File: src/ufcs_pkg.sv
// shared types and constants for the union-find component statistics block
// depends on nothing
package ufcs_pkg;

	localparam int unsigned IDX_W = 10;
	localparam int unsigned CNT_W = 11;
	localparam int unsigned STAT_W = 32;

	typedef enum logic {
		ACT_EDGE = 1'b0,
		ACT_QUERY = 1'b1
	} action_t;

	typedef struct packed {
		action_t action;
		logic [IDX_W-1:0] a;
		logic [IDX_W-1:0] b;
		logic err;
	} item_t;

	// queue head seen by the back end
	typedef struct packed {
		logic valid;
		item_t item;
	} qhead_t;

	// back end to front end
	typedef struct packed {
		logic pop;
		logic clearing;
	} bctl_t;

	typedef enum logic [3:0] {
		ST_CLR,
		ST_IDLE,
		ST_BUMP_RD,
		ST_BUMP_WR,
		ST_FIND_RD,
		ST_FIND_CHK,
		ST_UPD,
		ST_MERGE,
		ST_LINK,
		ST_EMIT
	} bstate_t;

	typedef enum logic [1:0] {
		PH_A,
		PH_B,
		PH_Q
	} phase_t;

	function automatic logic [STAT_W-1:0] sat_inc(input logic [STAT_W-1:0] x);
		return (x == '1) ? x : x + STAT_W'(1);
	endfunction

	function automatic logic [STAT_W-1:0] sat_add(input logic [STAT_W-1:0] x,
			input logic [STAT_W-1:0] y);
		logic [STAT_W:0] s;
		s = {1'b0, x} + {1'b0, y};
		return s[STAT_W] ? '1 : s[STAT_W-1:0];
	endfunction

endpackage

File: src/ufcs_front.sv
// front end: node count register, index check and a two-word queue
// depends on ufcs_pkg
module ufcs_front #(
	parameter int unsigned NODES = 1024
) (
	input  logic clk,
	input  logic arst_n,
	input  logic cfg_we,
	input  logic [ufcs_pkg::CNT_W-1:0] cfg_wdata,
	input  logic in_valid,
	output logic in_stall,
	input  ufcs_pkg::action_t action,
	input  logic [ufcs_pkg::IDX_W-1:0] node_a,
	input  logic [ufcs_pkg::IDX_W-1:0] node_b,
	output ufcs_pkg::qhead_t qhead,
	input  ufcs_pkg::bctl_t bctl
);
	import ufcs_pkg::*;

	logic [CNT_W-1:0] node_count_q;
	item_t slot_q [2];
	logic wr_q, rd_q;
	logic [1:0] cnt_q;
	logic a_ok, b_ok, push, pop;
	item_t cls;

	always_ff @(posedge clk or negedge arst_n) begin
		if (!arst_n) begin
			node_count_q <= CNT_W'(1024);
		end else if (cfg_we) begin
			node_count_q <= cfg_wdata;
		end
	end

	// index is valid below both the node count and the store depth
	always_comb begin
		a_ok = (32'(node_a) < 32'(node_count_q)) && (32'(node_a) < NODES);
		b_ok = (32'(node_b) < 32'(node_count_q)) && (32'(node_b) < NODES);
		cls.action = action;
		cls.a = node_a;
		cls.b = node_b;
		cls.err = !a_ok || (action == ACT_EDGE && !b_ok);
	end

	assign in_stall = (cnt_q == 2'd2) || bctl.clearing;
	assign push = in_valid && !in_stall;
	assign pop = bctl.pop && (cnt_q != 2'd0);

	always_ff @(posedge clk) begin
		if (push) begin
			slot_q[wr_q] <= cls;
		end
	end

	always_ff @(posedge clk or negedge arst_n) begin
		if (!arst_n) begin
			wr_q <= 1'b0;
			rd_q <= 1'b0;
			cnt_q <= 2'd0;
		end else begin
			if (push) wr_q <= !wr_q;
			if (pop) rd_q <= !rd_q;
			cnt_q <= cnt_q + 2'(push) - 2'(pop);
		end
	end

	assign qhead.valid = (cnt_q != 2'd0);
	assign qhead.item = slot_q[rd_q];

endmodule

File: config.mk
export PLATFORM = sky130hd
export DESIGN_NAME = ufcs_front
export DESIGN_NICKNAME = d
export VERILOG_FILES = /design/src/ufcs_pkg.sv /design/src/ufcs_front.sv
export SDC_FILE = /design/constraint.sdc
export NUM_CORES = 1
export LEC_CHECK = 0
export ABC_AREA = 1
export BUFFER_PORTS_ARGS = -buffer_cell sky130_fd_sc_hd__buf_2
export CORE_UTILIZATION = 44
export CTS_BUF_LIST = sky130_fd_sc_hd__clkbuf_16
export DETAILED_ROUTE_END_ITERATION = 7
export PLACE_DENSITY_LB_ADDON = 0.15
export SYNTH_ARGS = -nofsm -noshare
export SYNTH_HDL_FRONTEND = slang
export SYNTH_SLANG_ARGS = --single-unit
File: constraint.sdc
create_clock -name clk -period 2.9 [get_ports clk]
set_input_delay 0.58 -clock clk [delete_from_list [all_inputs] [get_ports clk]]
set_output_delay 0.58 -clock clk [all_outputs]
set_load 0.005 [all_outputs]
==> results.sh <==
export IMPL_die_y_um=80.6
export IMPL_drt_iter0_drc=86
export IMPL_synth_adder_area_share=0.0922
export IMPL_avgViaCountPerCell=4.55
export IMPL_worstSetupEndpointType="primary output"
export IMPL_synth_compound_area_frac=0.0364
export IMPL_place_inst=397
export IMPL_die_x_um=80.6
export IMPL_clock_latency_ps=320
export IMPL_grt_pass1_wl_um=7880
export IMPL_clk_path_buf_depth=2
export IMPL_synth_seq_cells=59
export IMPL_synth_warnings=0
export IMPL_die_area_um2=6490
export IMPL_io_buffers=61
export IMPL_htree_levels=3
export IMPL_synth_top_area_frac=0.487
export IMPL_gp_congestion=0.831
export IMPL_setup_tns_final_ps=0
export IMPL_cp_start_kind="register"
export IMPL_slew_viol_final=0
export IMPL_seqPwrFrac=0.367
export IMPL_worst_pin_slew_ps=724
export IMPL_cts_buffers=9
export IMPL_initial_core_util=0.459
export IMPL_instances_no_fill=413
export IMPL_p_per_area_nw_per_um2=857
export IMPL_dp_hpwl_um=3490
export IMPL_rr_worst_depth=8
export IMPL_clkTransAtPathRegs_ps=50
export IMPL_hold_viol=0
export IMPL_cts_tree="yes"
export IMPL_syn_num_nets=322
export IMPL_synth_mux_area_frac=0
export IMPL_synth_distinct_cells=20
export IMPL_fin_nets=391
export IMPL_track_usage=0.169
export IMPL_fmax_mhz=471
export IMPL_synth_top_family_by_area="simple AND/OR/NAND/NOR gates"
export IMPL_power_switching_share=0.272
export IMPL_fin_skew_ps=7.34
export IMPL_fin_crit_ps=2130
export IMPL_cts_root_buf="clkbuf_16"
export IMPL_num_vias=1880
export IMPL_status="complete, no violations"
export IMPL_fillers=524
export IMPL_drtPass1Iterations=4
export IMPL_gr_total_overflow=0
export IMPL_synthCells=264
export IMPL_cts_setup_buffers=0
export IMPL_wl_per_cell_um=12.0
export IMPL_slew_headroom=0.517
export IMPL_clkPwrFrac=0.396
export IMPL_area_growth_pct=26.9
export IMPL_placement_cell_area_um2=3110
export IMPL_postLayoutCellArea_um2=3450
export IMPL_crit_arrival_ps=1550
export IMPL_vdd_drop_max_uv=527
export IMPL_rows=28
export IMPL_ys_seq_area_frac=0.625
export IMPL_ant_nets=0
export IMPL_route_detailed_drc=0
export IMPL_synth_xor_area_frac=0.0129
export IMPL_setup_viol=0
export IMPL_num_io_pins=62
export IMPL_path_class="reg2out"
export IMPL_required_ps=2320
export IMPL_p_leak_nw=1.70
export IMPL_synthSimpleGateAreaFrac=0.180
export IMPL_synth_area_um2=2720
export IMPL_switchingPower_w=0.000803
export IMPL_p_int_w=0.00215
export IMPL_diodes=0
export IMPL_synth_top_area_cell="edfxtp_1"
export IMPL_grt_max_degree=24
export IMPL_synth_area_leaders="edfxtp_1, nand2_1, dfrtp_1"
export IMPL_ctsHoldBuffers=0
export IMPL_combPwrFrac=0.237
export IMPL_period_share=0.733
export IMPL_syn_avg_cell_area_um2=10.3
export IMPL_wl_um=4950
export IMPL_drv_cap=0
export IMPL_core_area_um2=5920
export IMPL_critical_path_max_fanout=23
export IMPL_rsz0062_at_grt="no"
export IMPL_clkSinkCount=59
export IMPL_final_util=0.582
export IMPL_ctsResizeCount=0
export IMPL_power_w=0.00295
export IMPL_hp_class="in2async"
export IMPL_layout_drive_gt1_share=0.254
export IMPL_antenna_found_initial=0
export IMPL_grt_pass1_vias=1746
[worst max-delay path, stage by stage (launching register included)]
cell and delay (ps):
dfrtp_1 370, inv_1 530, nand2_1 110, nand2_1 90, buf_2 100
[per-stage QoR]
stage / hold slack, ps / worst slack, ps
detailed placement: 497 / 989
global route: 179 / 585
global placement: 491 / 1020
floorplan: 284 / 754
finish: 152 / 775
CTS: 160 / 733
[power by group through the flow]
stage	Clock (W)	Combinational, W	Sequential (W)
6_report	0.00117	0.000700	0.00108
3_3_place_gp	0	0.000696	0.00109
3_5_place_dp	0	0.000709	0.00110
4_1_cts	0.00118	0.000714	0.00108
2_1_floorplan	0	0.000429	0.00109
5_1_grt	0.00122	0.000802	0.00109
[final timing paths]
path	startpoint	end	slack, ps
max	rd_q	qhead[14]	770
min	arst_n	wr_q	150
max reg2reg	cnt_q[0]	cnt_q[1]	1250
min reg2reg	cnt_q[0]	cnt_q[0]	510
max in group asynchronous	arst_n	node_count_q[10]	2440
min in group clk	cfg_wdata[1]	node_count_q[1]	460
[synth_stat cells]
| cell | n |
|---|---|
| inv_2 | 1 |
| nand2_1 | 112 |
| o21ai_0 | 11 |
| dfrtp_1 | 14 |
| inv_1 | 30 |
| nor3_2 | 1 |
| clkbuf_1 | 1 |
| nor2_2 | 2 |
| nor2_1 | 8 |
| ha_1 | 20 |
| xnor2_1 | 1 |
| a21oi_1 | 4 |
| a21o_2 | 1 |
| a21o_1 | 1 |
| edfxtp_1 | 44 |
| nand3_1 | 3 |
| dfstp_2 | 1 |
| buf_2 | 5 |
| xor2_1 | 3 |
| a21boi_1 | 1 |
[per-layer routing]
metal  part of all wire  wire (um)  vias to the layer above  track usage
met1               0.46       2270                      839        0.204
met2               0.47       2340                       47        0.279
met5                  0          0                        -            0
met4              0.012         60                        0       0.0768
met3              0.056        275                        6       0.0477
li1                   -          -                      988            -
[final cells by class]
| cell class | count | area [um2] | share of cell area |
|---|---|---|---|
| clock buffer | 9 | 225 | 0.0654 |
| timing repair buffer | 64 | 328 | 0.0951 |
| multi-input combinational | 168 | 877 | 0.255 |
| sequential | 59 | 1700 | 0.493 |
| tap | 75 | 93.8 | 0.0272 |
| clock inverter | 7 | 108 | 0.0312 |
| inverter | 31 | 116 | 0.0338 |
[cell families (layout without fill, tap and decap cells)]
kind of cell,after synthesis,in the layout
xor gates and xnor gates,4,4
AOI/OAI and AO/OA,18,18
adders and majority gates,20,20
buffers and inverters,37,111
and+or+nand+nor,126,126
DFF,59,59
[state kept, by name (all words and copies together), names as in the netlist]
signal / flops
rd_q: 1
cnt_q: 2
wr_q: 1
node_count_q: 11
slot_q: 44
[cells in the final DEF, fill, tap and decap left out, drive strengths merged, types with 2 or more instances in the layout]
master  netlist  layout
nor2         10      10
inv          31      32
clkinv        0       3
buf           5      64
edfxtp       44      44
a21o          2       2
nand3         3       3
nand2       112     112
dfrtp        14      14
a21oi         4       4
bufinv        0       3
ha           20      20
clkbuf        1       9
o21ai        11      11
xor2          3       3
Note: power is estimated with default switching activity, not from simulation.
